## config.mk

```make
export PLATFORM = sky130hd
export DESIGN_NAME = adsr_envelope_generator
export DESIGN_NICKNAME = d
export VERILOG_FILES = /design/src/hdl/adsr_pkg.sv /design/src/hdl/adsr_cfg_regs.sv /design/src/hdl/adsr_step.sv /design/src/hdl/adsr_envelope_generator.sv
export SDC_FILE = /design/constraint.sdc
export NUM_CORES = 1
export LEC_CHECK = 0
export ABC_CLOCK_PERIOD_IN_PS = 10300
export BUFFER_PORTS_ARGS = -buffer_cell sky130_fd_sc_hd__buf_2
export CORE_MARGIN = 8
export CORE_UTILIZATION = 60
export DETAILED_ROUTE_END_ITERATION = 7
export PLACE_DENSITY = 0.79
export SKIP_CTS_REPAIR_TIMING = 1
export SYNTH_ARGS = -nofsm -noshare
export SYNTH_HDL_FRONTEND = slang
export SYNTH_SLANG_ARGS = --single-unit
```

## constraint.sdc

```tcl
create_clock -name aclk -period 10.3 [get_ports aclk]
set_input_delay 1.03 -clock aclk [delete_from_list [all_inputs] [get_ports aclk]]
set_output_delay 1.03 -clock aclk [all_outputs]
set_load 0.01 [all_outputs]
```

## src/hdl/adsr_pkg.sv

```systemverilog
package adsr_pkg;

    // field widths
    localparam int LevelWidth     = 15;
    localparam int EnvWidth       = 16;
    localparam int StepWidth      = 15;
    localparam int SustainWidth   = 8;
    localparam int SustainShift   = 7;
    localparam int StageCodeWidth = 2;
    localparam int CfgIndexWidth  = 2;
    localparam int CfgDataWidth   = 15;

    // level limits
    localparam logic [LevelWidth-1:0] LevelMax  = 15'h7fff;
    localparam logic [LevelWidth-1:0] LevelZero = 15'h0000;

    // register indexes
    localparam logic [CfgIndexWidth-1:0] REG_ATTACK_STEP   = 2'd0;
    localparam logic [CfgIndexWidth-1:0] REG_DECAY_STEP    = 2'd1;
    localparam logic [CfgIndexWidth-1:0] REG_SUSTAIN_LEVEL = 2'd2;
    localparam logic [CfgIndexWidth-1:0] REG_RELEASE_STEP  = 2'd3;

    // register reset values
    localparam logic [StepWidth-1:0]    AttackStepReset   = 15'd64;
    localparam logic [StepWidth-1:0]    DecayStepReset    = 15'd64;
    localparam logic [SustainWidth-1:0] SustainLevelReset = 8'd128;
    localparam logic [StepWidth-1:0]    ReleaseStepReset  = 15'd64;

    // external stage codes
    localparam logic [StageCodeWidth-1:0] CODE_IDLE    = 2'd0;
    localparam logic [StageCodeWidth-1:0] CODE_ATTACK  = 2'd1;
    localparam logic [StageCodeWidth-1:0] CODE_DECAY   = 2'd2;
    localparam logic [StageCodeWidth-1:0] CODE_RELEASE = 2'd3;

    typedef enum logic [3:0] {
        STAGE_IDLE    = 4'b0001,
        STAGE_ATTACK  = 4'b0010,
        STAGE_DECAY   = 4'b0100,
        STAGE_RELEASE = 4'b1000
    } stage_t;

    typedef struct packed {
        logic [StepWidth-1:0]    attack_step;
        logic [StepWidth-1:0]    decay_step;
        logic [SustainWidth-1:0] sustain_level;
        logic [StepWidth-1:0]    release_step;
    } cfg_t;

    typedef struct packed {
        stage_t                stage;
        logic [LevelWidth-1:0] level;
        logic                  gate;
    } env_state_t;

    function automatic logic [StageCodeWidth-1:0] stage_code(input stage_t s);
        logic [StageCodeWidth-1:0] code;
        case (s)
            STAGE_ATTACK:  code = CODE_ATTACK;
            STAGE_DECAY:   code = CODE_DECAY;
            STAGE_RELEASE: code = CODE_RELEASE;
            default:       code = CODE_IDLE;
        endcase
        return code;
    endfunction

endpackage

```

## src/hdl/adsr_cfg_regs.sv

```systemverilog
module adsr_cfg_regs (
    input  logic                                 aclk,
    input  logic                                 aresetn,
    input  logic                                 cfg_valid,
    output logic                                 cfg_ready,
    input  logic [adsr_pkg::CfgIndexWidth-1:0]   cfg_index,
    input  logic [adsr_pkg::CfgDataWidth-1:0]    cfg_data,
    output adsr_pkg::cfg_t                       cfg
);
    import adsr_pkg::*;

    cfg_t cfg_reg;

    assign cfg_ready = 1'b1;
    assign cfg      = cfg_reg;

    // register write on each transfer
    always_ff @(posedge aclk) begin
        if (!aresetn) begin
            cfg_reg.attack_step   <= AttackStepReset;
            cfg_reg.decay_step    <= DecayStepReset;
            cfg_reg.sustain_level <= SustainLevelReset;
            cfg_reg.release_step  <= ReleaseStepReset;
        end else if (cfg_valid && cfg_ready) begin
            case (cfg_index)
                REG_ATTACK_STEP:   cfg_reg.attack_step   <= cfg_data[StepWidth-1:0];
                REG_DECAY_STEP:    cfg_reg.decay_step    <= cfg_data[StepWidth-1:0];
                REG_SUSTAIN_LEVEL: cfg_reg.sustain_level <= cfg_data[SustainWidth-1:0];
                REG_RELEASE_STEP:  cfg_reg.release_step  <= cfg_data[StepWidth-1:0];
                default: begin
                end
            endcase
        end
    end

endmodule

```

## src/hdl/adsr_step.sv

```systemverilog
module adsr_step (
    input  adsr_pkg::cfg_t       cfg,
    input  adsr_pkg::env_state_t cur,
    input  logic                 gate,
    output adsr_pkg::env_state_t nxt
);
    import adsr_pkg::*;

    stage_t                 entry_stage;
    logic [LevelWidth:0]    add_sum;
    logic [LevelWidth:0]    decay_diff;
    logic [LevelWidth:0]    release_diff;
    logic [LevelWidth:0]    target;

    // gate edges pick the stage before the level moves
    always_comb begin
        entry_stage = cur.stage;
        if (gate && !cur.gate) begin
            entry_stage = STAGE_ATTACK;
        end else if (!gate && cur.gate) begin
            entry_stage = STAGE_RELEASE;
        end
    end

    // 16-bit sums so that bit 15 flags overflow or underflow
    assign add_sum      = {1'b0, cur.level} + {1'b0, cfg.attack_step};
    assign decay_diff   = {1'b0, cur.level} - {1'b0, cfg.decay_step};
    assign release_diff = {1'b0, cur.level} - {1'b0, cfg.release_step};
    assign target       = {1'b0, cfg.sustain_level, {SustainShift{1'b0}}};

    // level update per stage
    always_comb begin
        nxt.gate  = gate;
        nxt.stage = entry_stage;
        nxt.level = LevelZero;
        case (entry_stage)
            STAGE_ATTACK: begin
                if (add_sum[LevelWidth]) begin
                    nxt.level = LevelMax;
                    nxt.stage = STAGE_DECAY;
                end else begin
                    nxt.level = add_sum[LevelWidth-1:0];
                end
            end
            STAGE_DECAY: begin
                if (decay_diff[LevelWidth] || decay_diff <= target) begin
                    nxt.level = target[LevelWidth-1:0];
                end else begin
                    nxt.level = decay_diff[LevelWidth-1:0];
                end
            end
            STAGE_RELEASE: begin
                if (release_diff[LevelWidth]) begin
                    nxt.level = LevelZero;
                    nxt.stage = STAGE_IDLE;
                end else begin
                    nxt.level = release_diff[LevelWidth-1:0];
                end
            end
            default: begin
                nxt.level = LevelZero;
            end
        endcase
    end

endmodule

```

## src/hdl/adsr_envelope_generator.sv

```systemverilog
// path: an input transfer reaches its result through the input register, then the result register
// throughput: one tick per cycle while m_ready stays high
// the level update is one add or subtract and clamp between the two registers
// reset: synchronous active-low aresetn clears stage to idle, level and gate history to zero,
// empties both registers and loads the step and sustain registers with their defaults
module adsr_envelope_generator (
    input  logic                                  aclk,
    input  logic                                  aresetn,
    input  logic                                  s_valid,
    output logic                                  s_ready,
    input  logic                                  s_gate,
    output logic                                  m_valid,
    input  logic                                  m_ready,
    output logic [adsr_pkg::EnvWidth-1:0]         m_envelope,
    output logic [adsr_pkg::StageCodeWidth-1:0]   m_stage,
    input  logic                                  cfg_valid,
    output logic                                  cfg_ready,
    input  logic [adsr_pkg::CfgIndexWidth-1:0]    cfg_index,
    input  logic [adsr_pkg::CfgDataWidth-1:0]     cfg_data
);
    import adsr_pkg::*;

    cfg_t       cfg;
    env_state_t state_reg;
    env_state_t state_next;

    logic                      in_valid_reg;
    logic                      gate_reg;
    logic                      out_valid_reg;
    logic [EnvWidth-1:0]       envelope_reg;
    logic [StageCodeWidth-1:0] stage_code_reg;
    logic                      advance;
    logic                      move;

    adsr_cfg_regs u_cfg (
        .aclk      (aclk),
        .aresetn   (aresetn),
        .cfg_valid (cfg_valid),
        .cfg_ready (cfg_ready),
        .cfg_index (cfg_index),
        .cfg_data  (cfg_data),
        .cfg       (cfg)
    );

    adsr_step u_step (
        .cfg  (cfg),
        .cur  (state_reg),
        .gate (gate_reg),
        .nxt  (state_next)
    );

    // handshake: result register frees, input register refills in the same cycle
    assign advance = !out_valid_reg || m_ready;
    assign move    = in_valid_reg && advance;
    assign s_ready = !in_valid_reg || advance;

    // input register
    always_ff @(posedge aclk) begin
        if (!aresetn) begin
            in_valid_reg <= 1'b0;
        end else if (s_ready) begin
            in_valid_reg <= s_valid;
        end
    end

    always_ff @(posedge aclk) begin
        if (s_valid && s_ready) begin
            gate_reg <= s_gate;
        end
    end

    // envelope state commits when a tick reaches the result register
    always_ff @(posedge aclk) begin
        if (!aresetn) begin
            state_reg.stage <= STAGE_IDLE;
            state_reg.level <= LevelZero;
            state_reg.gate  <= 1'b0;
        end else if (move) begin
            state_reg <= state_next;
        end
    end

    // result register
    always_ff @(posedge aclk) begin
        if (!aresetn) begin
            out_valid_reg <= 1'b0;
        end else if (advance) begin
            out_valid_reg <= in_valid_reg;
        end
    end

    always_ff @(posedge aclk) begin
        if (move) begin
            envelope_reg   <= {state_next.level, 1'b0};
            stage_code_reg <= stage_code(state_next.stage);
        end
    end

    assign m_valid    = out_valid_reg;
    assign m_envelope = envelope_reg;
    assign m_stage    = stage_code_reg;

    // checks
    a_idle_zero: assert property (@(posedge aclk) disable iff (!aresetn)
        (m_valid && m_stage == CODE_IDLE) |-> (m_envelope == '0))
        else $error("idle result with non-zero envelope");

    a_env_even: assert property (@(posedge aclk) disable iff (!aresetn)
        m_valid |-> !m_envelope[0])
        else $error("envelope low bit set");

    a_in_hold: assert property (@(posedge aclk) disable iff (!aresetn)
        (in_valid_reg && !advance) |=> (in_valid_reg && $stable(gate_reg)))
        else $error("input register lost a tick under stall");

    a_state_hold: assert property (@(posedge aclk) disable iff (!aresetn)
        !move |=> $stable(state_reg))
        else $error("envelope state changed without a tick");

    a_reset_empty: assert property (@(posedge aclk)
        !aresetn |=> (!m_valid && !in_valid_reg))
        else $error("registers not empty after reset");

endmodule
```

==> results of run 1 <==
cells in the mapped netlist (3+ instances only):
master,number
sky130_fd_sc_hd__o21ba_1,4
sky130_fd_sc_hd__a21o_1,7
sky130_fd_sc_hd__nand2_1,139
sky130_fd_sc_hd__nor2_1,36
sky130_fd_sc_hd__clkbuf_1,24
sky130_fd_sc_hd__xnor2_1,17
sky130_fd_sc_hd__a21oi_1,41
sky130_fd_sc_hd__or4_1,3
sky130_fd_sc_hd__a211o_1,6
sky130_fd_sc_hd__a221oi_1,5
sky130_fd_sc_hd__dfxtp_1,75
sky130_fd_sc_hd__o221ai_1,3
sky130_fd_sc_hd__o21a_1,5
sky130_fd_sc_hd__fa_1,3
sky130_fd_sc_hd__ha_1,53
sky130_fd_sc_hd__nor2b_1,8
sky130_fd_sc_hd__o21ai_1,5
sky130_fd_sc_hd__a211oi_1,6
sky130_fd_sc_hd__inv_1,56
sky130_fd_sc_hd__edfxtp_1,18
sky130_fd_sc_hd__mux2i_1,3
sky130_fd_sc_hd__and2_1,3
sky130_fd_sc_hd__buf_4,3
sky130_fd_sc_hd__xor2_1,16
sky130_fd_sc_hd__a31oi_1,7
sky130_fd_sc_hd__nand2b_1,12
sky130_fd_sc_hd__nand3_1,11
sky130_fd_sc_hd__o21bai_1,7
sky130_fd_sc_hd__or2_2,3
sky130_fd_sc_hd__a21boi_0,52
sky130_fd_sc_hd__or3_1,3
sky130_fd_sc_hd__nor3_1,11
sky130_fd_sc_hd__nand4_1,4
sky130_fd_sc_hd__o22ai_1,4
sky130_fd_sc_hd__o21ai_0,35
sky130_fd_sc_hd__o211ai_1,5
path summary, 6_finish.rpt:
path / from / endpoint / slack [ns] / cells past startpoint
max reg2reg: state_reg[1] / m_envelope[10] / 5.66 / 17
max: state_reg[1] / m_envelope[10] / 5.66 / 17
min: u_cfg.cfg[1] / u_cfg.cfg[1] / 0.47 / 2
min reg2reg: u_cfg.cfg[1] / u_cfg.cfg[1] / 0.47 / 2
per-stage QoR:
| stage | hold slack (ns) | setup WS, ns | util, % | power [uW] | cells |
|---|---|---|---|---|---|
| finish | 0.472 | 5.66 | 65.4 | 898 | 913 |
| global route | 0.495 | 5.35 | 65.4 | 944 | 913 |
| CTS | 0.475 | 5.74 | 65.4 | 895 | 913 |
| detailed placement | 0.462 | 5.73 | 63.6 | 662 | 897 |
| global placement | 0.454 | 5.89 | 63.6 | 655 | 897 |
| floorplan | 0.443 | 6.35 | - | 598 | 746 |
power groups by stage:
stage          combinational, uW  clock, uW  sequential [uW]
3_3_place_gp                 245          0              410
4_1_cts                      253        240              402
3_5_place_dp                 251          0              411
6_report                     257        238              403
5_1_grt                      282        256              405
2_1_floorplan                190          0              408
worst min-delay path, cell delays in order (launching register included):
cell and delay (ns):
sky130_fd_sc_hd__dfxtp_1 0.32, sky130_fd_sc_hd__nand2_1 0.05, sky130_fd_sc_hd__a21boi_0 0.06
logic make-up (layout without fill, tap and decap cells):
logic type      after synthesis  count (layout)  share of synthesized area (%)
compound gates              225             225                           26.2
other cells                   2               2                          0.122
flops                        93              93                           33.0
xor+xnor                     33              33                           4.68
mux                           4               4                          0.668
simple gates                247             247                           18.0
buf+inv                      86             117                           5.55
fa+ha+maj                    56              56                           11.7
area by class of cell:
cell class	count	area, um^2	area share, %
Multi-Input combinational cell	567	3790	57.2
Sequential cell	93	2040	30.8
Timing Repair Buffer	44	228	3.43
Inverter	57	214	3.23
Tap cell	136	170	2.57
Clock buffer	12	155	2.34
Clock inverter	4	31.3	0.472
routing by layer:
| metal | part of all wire, % | wire length (um) | up-vias | GRT usage, % |
|---|---|---|---|---|
| li1 | - | - | 2676 | - |
| met1 | 45 | 7670 | 2591 | 33.4 |
| met2 | 43 | 7320 | 246 | 36.8 |
| met3 | 9.2 | 1560 | 32 | 5.56 |
| met4 | 2.3 | 384 | 0 | 9.61 |
| met5 | 0 | 0 | - | 0 |
==> results.cfg, run 1 <==
[run]
max_cap_viol_count = 0

[clock_network]
clkTransAtPathRegs_ns = 0.10
cts_tree = done
cts.path.max_buffers = 2
ctsRootBufferMaster = sky130_fd_sc_hd__clkbuf_8
clock_insertion_delay_worst_skew_ns = 0.38
clkSinkCount = 93
total_cts_buffers = 9
cts-htree-levels = 3

[run_status]
outcome = complete, no violations

[global_route]
global_route_wire_length_before_repair_um = 27700
globalRoute.totalOverflow = 0
largest_net_degree_at_the_start_of_global_routing = 76
grt_pass1_vias = 5432
gr-usage-all-layers_pct = 24.5
antenna_violations_before_repair = 0

[drt]
detail_route.iter0.violations = 462
routed_wl_um = 16900
vias_per_cell = 6.07
dr.pass1.iters = 5
route.detailed.wl_per_inst_um = 18.5
final_antenna_net_count = 0
dr_vias = 5545
drcViolationCount = 0

[yosys]
synth-warning-count = 0
net_count_of_the_mapped_netlist = 825
postSynthRegisterBits = 93
dominant_register_cell_in_the_synthesized_netlist = sky130_fd_sc_hd__dfxtp_1
synth_edf_count = 18
synthDominantAreaCellType = sky130_fd_sc_hd__dfxtp_1
syn_avg_cell_area_um2 = 8.28
synth.cell_area_um2 = 6180
async_set_or_reset_flop_fraction_in_the_synthesized_netlist_pct = 0
netlist.area_leader.share_pct = 24.3
synth_top_cells_by_area = sky130_fd_sc_hd__dfxtp_1 (24%), sky130_fd_sc_hd__ha_1 (11%), sky130_fd_sc_hd__edfxtp_1 (8.7%)
synth_seq_area_share_pct = 33.0
synth_instances = 746
ys_types = 76

[setup_path]
crit_slowest_cell = sky130_fd_sc_hd__a211oi_2
cell_class_contributing_the_biggest_share_of_worst_path_delay = compound AO/OA/AOI/OAI gates
cp_num_buf_inv = 1
worst_path_largest_cell_delay_ns = 0.64
worst_ep_arrival_time_ns = 4.75
criticalPathCategory = register to register
worstSetupEndpointType = register
cp_cell_instances = inv_1, ha_1, fa_1, and2b_4, o21bai_1, a21oi_1, o221a_2, o211ai_1, ha_1, o22ai_1, a21oi_1, o21ai_0, a31o_2, a211oi_2, nor3_1, a311oi_1, nand2_1
critical_path.startpoint_type = register
cp_data_required_time_ns = 10.41
worst-path-max-fanout = 12

[sta]
final-setup-viol-count = 0
timing.setup.tns_ns = 0
ratio_of_final_minimum_period_to_clock_period_pct = 45.0
finalHoldViolations = 0
final-max-slew-violation-count = 0
timing_worst_slew_pin_value_ns = 1.10
maxSlewHeadroom_pct = 26.9
time_the_worst_path_needs_with_i_o_delays_and_setup_ns = 4.64
grt_setup_unrepaired = no
max_freq_mhz = 216
skew_ns = 0.00892

[final_layout]
layout.cell_area.non_filler_um2 = 6630
number_of_flip_flops_in_the_largest_register = 53
finish.net_count = 851
layout.cells.most_common_list = sky130_fd_sc_hd__nand2_1 (139), sky130_fd_sc_hd__dfxtp_1 (75), sky130_fd_sc_hd__inv_1 (56)
layout.cells.most_common = sky130_fd_sc_hd__nand2_1
insertedDiodeCount = 0
layout-drive-gt1-share_pct = 10.3
synthToLayoutAreaGrowth_pct = 7.37
final.fill_count = 866

[power]
p_seq_share_pct = 44.9
internal_power_uw = 595
p_switching_uw = 303
comb_power_share_pct = 28.6
power_density_of_the_placed_cells_nw_per_um2 = 135
worst_ir_drop_vdd_v = 0.000115
pwr-share-clk_pct = 26.5
p_leak_uw = 0.00272
switching_share_pct = 33.8

[placed_design]
hpwl_um = 13200
gp_congestion = 1.01
placed_cell_area_um2 = 6450
port_buffers = 41

[floorplan]
die_height_um = 117
coreArea_um2 = 10100
initial_core_util_pct = 60.9
fp.dieW_um = 117
std_cell_rows = 37
die_area_um2 = 13800
ios = 44

[worst_hold_path]
timing.hold.worst.class = register to register
No activity file was read; power rests on OpenSTA's default activity.
==> run 2: changes to the inputs <==
ABC_AREA = 1   (was not set)
ABC_CLOCK_PERIOD_IN_PS = 4050   (was 10300)
CORE_UTILIZATION = 56   (was 60)
PLACE_DENSITY = 0.78   (was 0.79)
clock period = 4.05 ns   (was 10.3 ns; I/O delays follow)
==> run 2 against run 1 <==
  * Fmax grew 31%
  * Flip-flop and latch count unchanged
  * Setup slack lost 5.2 ns
  * Clock power increased to 3.5 times the previous value
  * First-iteration DRC count up 30%
  * Non-clock buffer count did not move
  * Highest routed layer unchanged
  * Clock skew hardly changed
  * Utilization shrank 3.8 points
==> results.cfg, run 2 <==
[run_status]
outcome = complete, no violations

[yosys]
synth_top_cells_by_area = sky130_fd_sc_hd__dfxtp_1 (22%), sky130_fd_sc_hd__nand2_1 (12%), sky130_fd_sc_hd__ha_1 (9.9%)
dominant_register_cell_in_the_synthesized_netlist = sky130_fd_sc_hd__dfxtp_1
synth_adder_area_share_pct = 10.8
synth_most_common_cell = sky130_fd_sc_hd__nand2_1
netlist.area_leader.share_pct = 22.5
yosys.area_share.simple_pct = 29.8
syn_avg_cell_area_um2 = 6.76
net_count_of_the_mapped_netlist = 1069
synth_instances = 990
synth_compound_area_share_pct = 15.4
synth_common_cells = sky130_fd_sc_hd__nand2_1 (219), sky130_fd_sc_hd__inv_1 (161), sky130_fd_sc_hd__nor2_1 (93), sky130_fd_sc_hd__a21oi_1 (81), sky130_fd_sc_hd__dfxtp_1 (75)
synthDominantAreaCellType = sky130_fd_sc_hd__dfxtp_1
synth.cell_area_um2 = 6690
ys_types = 42
postSynthRegisterBits = 93
synth.mux.area_fraction_pct = 0
synth_seq_area_share_pct = 30.5
async_set_or_reset_flop_fraction_in_the_synthesized_netlist_pct = 0
synth_top_family_by_area = simple AND/OR/NAND/NOR gates
synthXorXnorAreaFrac_pct = 2.36
synth-warning-count = 0
synth_edf_count = 18

[setup_path]
cp_num_buf_inv = 4
worst_path_most_repeated_cell = sky130_fd_sc_hd__nand2_1
cp_data_required_time_ns = 4.35
critical_path_depth = 24
crit_slowest_cell = sky130_fd_sc_hd__dfxtp_1
worst-path-max-fanout = 9
critical_path.startpoint_type = register
criticalPathCategory = register to register
regToRegEndpoint = state_reg[1]
worstSetupEndpointType = register
cell_class_contributing_the_biggest_share_of_worst_path_delay = simple AND/OR/NAND/NOR gates
worst_path_largest_cell_delay_ns = 0.46
slack_of_the_worst_reg_to_reg_path_ns = 0.51
worst_ep_arrival_time_ns = 3.85
r2r_start = state_reg[2]
r2r.worst_path.cells = 24
cp_cell_instances = inv_1, fa_1, inv_1, nand3_1, nand2_1, nand2_1, nand2_1, xor2_1, inv_1, ha_1, nand2_1, nor2_1, nand2_1, nand3_1, nand2_1, nand2_1, nand2_1, nand2_1, nand3_4, nor2_4, nand2_1, nand3_2, o21ai_1, inv_1

[placed_design]
gp_congestion = 0.982
placed_cell_area_um2 = 6990
port_buffers = 41
hpwl_um = 14400

[clock_network]
cts_tree = done
cts.path.max_buffers = 2
total_cts_buffers = 9
ctsRootBufferMaster = sky130_fd_sc_hd__clkbuf_16
clkSinkCount = 93
cts-htree-levels = 3
clock_insertion_delay_worst_skew_ns = 0.36
clkTransAtPathRegs_ns = 0.07

[sta]
maxSlewHeadroom_pct = 37.2
skew_ns = 0.00846
timing_worst_slew_pin_value_ns = 0.942
ratio_of_final_minimum_period_to_clock_period_pct = 87.4
time_the_worst_path_needs_with_i_o_delays_and_setup_ns = 3.54
timing.setup.tns_ns = 0
final-max-slew-violation-count = 0
max_freq_mhz = 282
finalHoldViolations = 0
final-setup-viol-count = 0
grt_setup_unrepaired = no

[global_route]
globalRoute.totalOverflow = 0
largest_net_degree_at_the_start_of_global_routing = 57
global_route_wire_length_before_repair_um = 29900
antenna_violations_before_repair = 0
grt_pass1_vias = 6001
gr-usage-all-layers_pct = 23.6

[floorplan]
initial_core_util_pct = 56.6
std_cell_rows = 40
coreArea_um2 = 11800
die_height_um = 125
ios = 44
die_area_um2 = 15700
fp.dieW_um = 125

[final_layout]
number_of_flip_flops_in_the_largest_register = 53
layout.cells.most_common = sky130_fd_sc_hd__nand2_1
synthToLayoutAreaGrowth_pct = 8.79
finish.net_count = 1101
insertedDiodeCount = 0
layout.cells.most_common_list = sky130_fd_sc_hd__nand2_1 (219), sky130_fd_sc_hd__inv_1 (161), sky130_fd_sc_hd__nor2_1 (93)
layout-drive-gt1-share_pct = 9.93
layout.cell_area.non_filler_um2 = 7280

[power]
power_density_of_the_placed_cells_nw_per_um2 = 374
p_leak_uw = 0.00377
worst_ir_drop_vdd_v = 0.000238

[drt]
dr.pass1.iters = 8
dr_vias = 6467
drcViolationCount = 0
routed_wl_um = 18400
final_antenna_net_count = 0
detail_route.iter0.violations = 602
route.detailed.wl_per_inst_um = 15.7
vias_per_cell = 5.51

[worst_hold_path]
timing.hold.worst.class = primary input to register
min_from = s_gate
hold_path_end = gate_reg
whs_path_depth = 1

[run]
max_cap_viol_count = 0
-- run 2: cell count changes in the layout (fill, tap and decap cells not counted), sizes merged, moves of 7 or more --
cell    delta
a211oi     -7
a21boi    -50
a21oi     +46
a221oi     -7
inv      +112
nand2     +86
nand2b    -12
nand3     +68
nand4     +24
nor2      +59
nor2b      -8
o21ai     +46
xnor2     -13
-- run 2: area by class of cell --
type | count | area (um^2)
Fill cell | 1118 | 4540
Multi-Input combinational cell | 707 | 3910
Sequential cell | 93 | 2040
Inverter | 167 | 627
Clock buffer | 10 | 229
Timing Repair Buffer | 44 | 228
Tap cell | 147 | 184
Clock inverter | 6 | 55.1
-- run 2: how the worst max path moves through the flow --
stage	start	slack, ns	endpoint
after floorplan	state_reg[1]	1.03	state_reg[5]
after global placement	state_reg[1]	0.69	state_reg[6]
after detailed placement	state_reg[2]	0.57	state_reg[1]
after CTS	state_reg[2]	0.56	state_reg[1]
after global routing	state_reg[2]	0.15	state_reg[1]
final	state_reg[2]	0.51	state_reg[1]
-- run 2: worst register-to-register path: stages (launching register included) --
cell	delay (ns)
sky130_fd_sc_hd__dfxtp_1	0.46
sky130_fd_sc_hd__inv_1	0.15
sky130_fd_sc_hd__fa_1	0.44
sky130_fd_sc_hd__inv_1	0.13
sky130_fd_sc_hd__nand3_1	0.10
sky130_fd_sc_hd__nand2_1	0.12
sky130_fd_sc_hd__nand2_1	0.06
sky130_fd_sc_hd__nand2_1	0.07
sky130_fd_sc_hd__xor2_1	0.22
sky130_fd_sc_hd__inv_1	0.07
sky130_fd_sc_hd__ha_1	0.29
sky130_fd_sc_hd__nand2_1	0.05
sky130_fd_sc_hd__nor2_1	0.11
sky130_fd_sc_hd__nand2_1	0.06
sky130_fd_sc_hd__nand3_1	0.06
sky130_fd_sc_hd__nand2_1	0.05
sky130_fd_sc_hd__nand2_1	0.05
sky130_fd_sc_hd__nand2_1	0.04
sky130_fd_sc_hd__nand2_1	0.26
sky130_fd_sc_hd__nand3_4	0.18
sky130_fd_sc_hd__nor2_4	0.21
sky130_fd_sc_hd__nand2_1	0.09
sky130_fd_sc_hd__nand3_2	0.07
sky130_fd_sc_hd__o21ai_1	0.07
sky130_fd_sc_hd__inv_1	0.08
-- run 2: metal layers --
metal  global-route usage [%]  wire length (um)
met1                     31.3              8280
met2                     37.3              8250
met3                     3.14              1280
met4                     11.1               581
met5                        0                 0
-- run 2: report_power, final --
part	switching [uW]	leakage, uW	internal [uW]	total, uW
Sequential	36.0	0.000795	998	1030
Combinational	570	0.00284	285	855
Clock	402	0.000134	430	832
Total	1010	0.00377	1710	2720
-- run 2: cell families after synthesis --
family / count (synthesis)
other cells: 2
simple gates: 442
buf+inv: 190
flops: 93
compound gates: 189
fa+ha+maj: 56
xor+xnor: 18
-- run 2: through the flow --
stage          total power [uW]  worst slack [ns]  hold slack (ns)  cells  util (%)
6_report                   2720             0.509            0.233   1174      61.6
5_1_grt                    2870             0.148            0.218   1174      61.6
4_1_cts                    2720             0.557            0.225   1174      61.6
3_5_place_dp               1890             0.569            0.458   1158      59.2
3_3_place_gp               1880             0.690            0.451   1158      59.2
2_1_floorplan              1680              1.03            0.435    990         -
==> run 3: changes to the inputs <==
PLACE_DENSITY = 0.77   (was 0.78)
SKIP_CTS_REPAIR_TIMING = not set   (was 1)
SYNTH_HIERARCHICAL = 1   (was not set)
==> run 3 against run 2 <==
  * Sequential power about the same
  * Non-clock buffer count stayed put
  * Via count grew 12%
  * Critical path depth grew 2
  * Utilization shrank 1.2 points
  * Die area grew 8.8%
  * Clock power up 3.8%
  * Fmax shrank 1.6%
  * Critical path type unchanged
  * Largest cell class unchanged
==> results.cfg, run 3 <==
[yosys]
synth_compound_area_share_pct = 10.3
postSynthRegisterBits = 93
synth.mux.area_fraction_pct = 0
syn_avg_cell_area_um2 = 6.46
synth.cell_area_um2 = 7370
dominant_register_cell_in_the_synthesized_netlist = sky130_fd_sc_hd__dfxtp_1
yosys.area_share.simple_pct = 36.8
synth_adder_area_share_pct = 9.82
synthDominantAreaCellType = sky130_fd_sc_hd__dfxtp_1
synth_top_family_by_area = simple AND/OR/NAND/NOR gates
synth_top_cells_by_area = sky130_fd_sc_hd__dfxtp_1 (20%), sky130_fd_sc_hd__nand2_1 (15%), sky130_fd_sc_hd__inv_1 (9.9%)
synthXorXnorAreaFrac_pct = 1.66
synth_edf_count = 18
synth_most_common_cell = sky130_fd_sc_hd__nand2_1
synth_instances = 1140
ys_types = 40
synth_common_cells = sky130_fd_sc_hd__nand2_1 (299), sky130_fd_sc_hd__inv_1 (195), sky130_fd_sc_hd__nor2_1 (141), sky130_fd_sc_hd__nand3_1 (107), sky130_fd_sc_hd__dfxtp_1 (75)
netlist.area_leader.share_pct = 20.4
synth-warning-count = 6
synth_seq_area_share_pct = 27.7
async_set_or_reset_flop_fraction_in_the_synthesized_netlist_pct = 0
net_count_of_the_mapped_netlist = 1219

[placed_design]
hpwl_um = 16000
port_buffers = 41
post-place-cells = 1322
gp_congestion = 0.985

[drt]
vias_per_cell = 5.40
route.detailed.wl_per_inst_um = 15.6
final_antenna_net_count = 0
routed_wl_um = 20900
dr.pass1.iters = 5
dr_vias = 7231
drcViolationCount = 0
detail_route.iter0.violations = 634

[global_route]
global_route_wire_length_before_repair_um = 33500
globalRoute.totalOverflow = 0
grt_pass1_vias = 6664
largest_net_degree_at_the_start_of_global_routing = 59
antenna_violations_before_repair = 0
gr-usage-all-layers_pct = 25.3

[final_layout]
number_of_flip_flops_in_the_largest_register = 53
finish.net_count = 1236
fin_util_pct = 60.4
layout-drive-gt1-share_pct = 10.6
layout.cells.most_common = sky130_fd_sc_hd__nand2_1
final.fill_count = 1318
synthToLayoutAreaGrowth_pct = 6.78
final_cells = 1338
insertedDiodeCount = 0
layout.cells.most_common_list = sky130_fd_sc_hd__nand2_1 (299), sky130_fd_sc_hd__inv_1 (195), sky130_fd_sc_hd__nor2_1 (140)

[clock_network]
clock_insertion_delay_worst_skew_ns = 0.35
cts_tree = done
clkTransAtPathRegs_ns = 0.07
clkSinkCount = 93
cts.path.max_buffers = 2
total_cts_buffers = 9
cts.repair_timing.setup_buffer_count = 0
ctsRootBufferMaster = sky130_fd_sc_hd__clkbuf_16
cts-htree-levels = 3

[worst_hold_path]
whs_path_depth = 1
min_from = s_gate
timing.hold.worst.class = primary input to register
hold_path_end = gate_reg

[setup_path]
criticalPathCategory = register to register
cp_data_required_time_ns = 4.33
worst-path-max-fanout = 9
regToRegEndpoint = state_reg[5]
slack_of_the_worst_reg_to_reg_path_ns = 0.45
critical_path.startpoint_type = register
worstSetupEndpointType = register
r2r_start = u_cfg/cfg[23]
r2r.worst_path.cells = 26
worst_ep_arrival_time_ns = 3.88

[sta]
final-setup-viol-count = 0
grt_setup_unrepaired = no
skew_ns = 0.00667
final-max-slew-violation-count = 0
time_the_worst_path_needs_with_i_o_delays_and_setup_ns = 3.60
finalHoldViolations = 0
max_freq_mhz = 278
timing_worst_slew_pin_value_ns = 1.18
whs_ns = 0.230
ratio_of_final_minimum_period_to_clock_period_pct = 88.8
timing.setup.tns_ns = 0
maxSlewHeadroom_pct = 21.3

[power]
p_total_uw = 2830
worst_ir_drop_vdd_v = 0.000277
p_leak_uw = 0.00416
power_density_of_the_placed_cells_nw_per_um2 = 360

[floorplan]
fp.dieW_um = 131
initial_core_util_pct = 56.5
coreArea_um2 = 13000
die_height_um = 131
std_cell_rows = 42
die_area_um2 = 17100
ios = 44

[run]
max_cap_viol_count = 0

[run_status]
outcome = complete, no violations
[run 3: layout make-up]
class	count	area, um^2	share of cell area (%)
clock inverter	7	72.6	0.923
tap	176	220	2.80
clock buffer	9	225	2.86
sequential	93	2040	26.0
multi-input combinational	810	4330	55.1
inverter	199	747	9.50
timing repair buffer	44	228	2.89
[run 3: worst max path at each step]
stage	from	endpoint	slack (ns)	cells past startpoint
after floorplan	state_reg[1]	state_reg[1]	1.10	27
after global placement	u_cfg/cfg[23]	state_reg[4]	0.53	26
after detailed placement	u_cfg/cfg[23]	state_reg[5]	0.46	26
after CTS	u_cfg/cfg[23]	state_reg[5]	0.42	26
after global routing	u_cfg/cfg[23]	state_reg[2]	0.1	26
final	u_cfg/cfg[23]	state_reg[5]	0.45	26
[run 3: repair_timing]
item,4_1_cts,5_1_grt
gates resized for setup,0,1
hold buffers,0,0
setup endpoints to repair,0,2
[run 3: report_power, final]
part	total (uW)	leakage, uW	switching, uW	internal (uW)
clock network	864	0.000144	383	481
logic	920	0.00322	615	305
registers	1050	0.000792	47.1	1000
total	2830	0.00416	1050	1790
[run 3: worst max-delay path, stage by stage (launching register included)]
cell                      delay [ns]
sky130_fd_sc_hd__dfxtp_1        0.42
sky130_fd_sc_hd__ha_1           0.18
sky130_fd_sc_hd__inv_1          0.08
sky130_fd_sc_hd__fa_1           0.48
sky130_fd_sc_hd__nand3_1        0.15
sky130_fd_sc_hd__nand2_2        0.09
sky130_fd_sc_hd__nand2_1        0.06
sky130_fd_sc_hd__nand2_1        0.08
sky130_fd_sc_hd__xnor2_2        0.21
sky130_fd_sc_hd__inv_1          0.07
sky130_fd_sc_hd__ha_1           0.27
sky130_fd_sc_hd__nand2_1        0.05
sky130_fd_sc_hd__inv_1          0.06
sky130_fd_sc_hd__nand3_1        0.07
sky130_fd_sc_hd__nand3_1        0.07
sky130_fd_sc_hd__nand2_1        0.05
sky130_fd_sc_hd__nand2_1        0.05
sky130_fd_sc_hd__nand2_1        0.06
sky130_fd_sc_hd__nand2_2        0.16
sky130_fd_sc_hd__nand3_4        0.16
sky130_fd_sc_hd__nor2_4         0.22
sky130_fd_sc_hd__nand2_1        0.08
sky130_fd_sc_hd__nand3_1        0.10
sky130_fd_sc_hd__inv_1          0.06
sky130_fd_sc_hd__nand3_2        0.07
sky130_fd_sc_hd__nand2_1        0.06
sky130_fd_sc_hd__nor2_1         0.11
[run 3: through the flow]
step                      setup slack (ns)  cell area [um^2]
final                                0.452              7870
after global routing                0.0968              7870
after CTS                            0.415              7860
after detailed placement             0.456              7560
after floorplan                       1.10              7370
after global placement               0.527              7560
[run 3: logic make-up (layout without fill, tap and decap cells)]
family / count (synthesis) / after routing
and+or+nand+nor: 611 / 611
xor gates and xnor gates: 14 / 14
AOI/OAI and AO/OA: 127 / 127
adders and majority gates: 56 / 56
buffers and inverters: 237 / 259
DFF: 93 / 93
other: 2 / 2
[run 3: routing by layer]
layer | routed length, um | track usage (%) | vias up
li1 | - | - | 3642
met1 | 9190 | 33.8 | 3253
met2 | 9410 | 40.2 | 287
met3 | 1620 | 3.49 | 49
met4 | 667 | 11.0 | 0
met5 | 0 | 0 | -
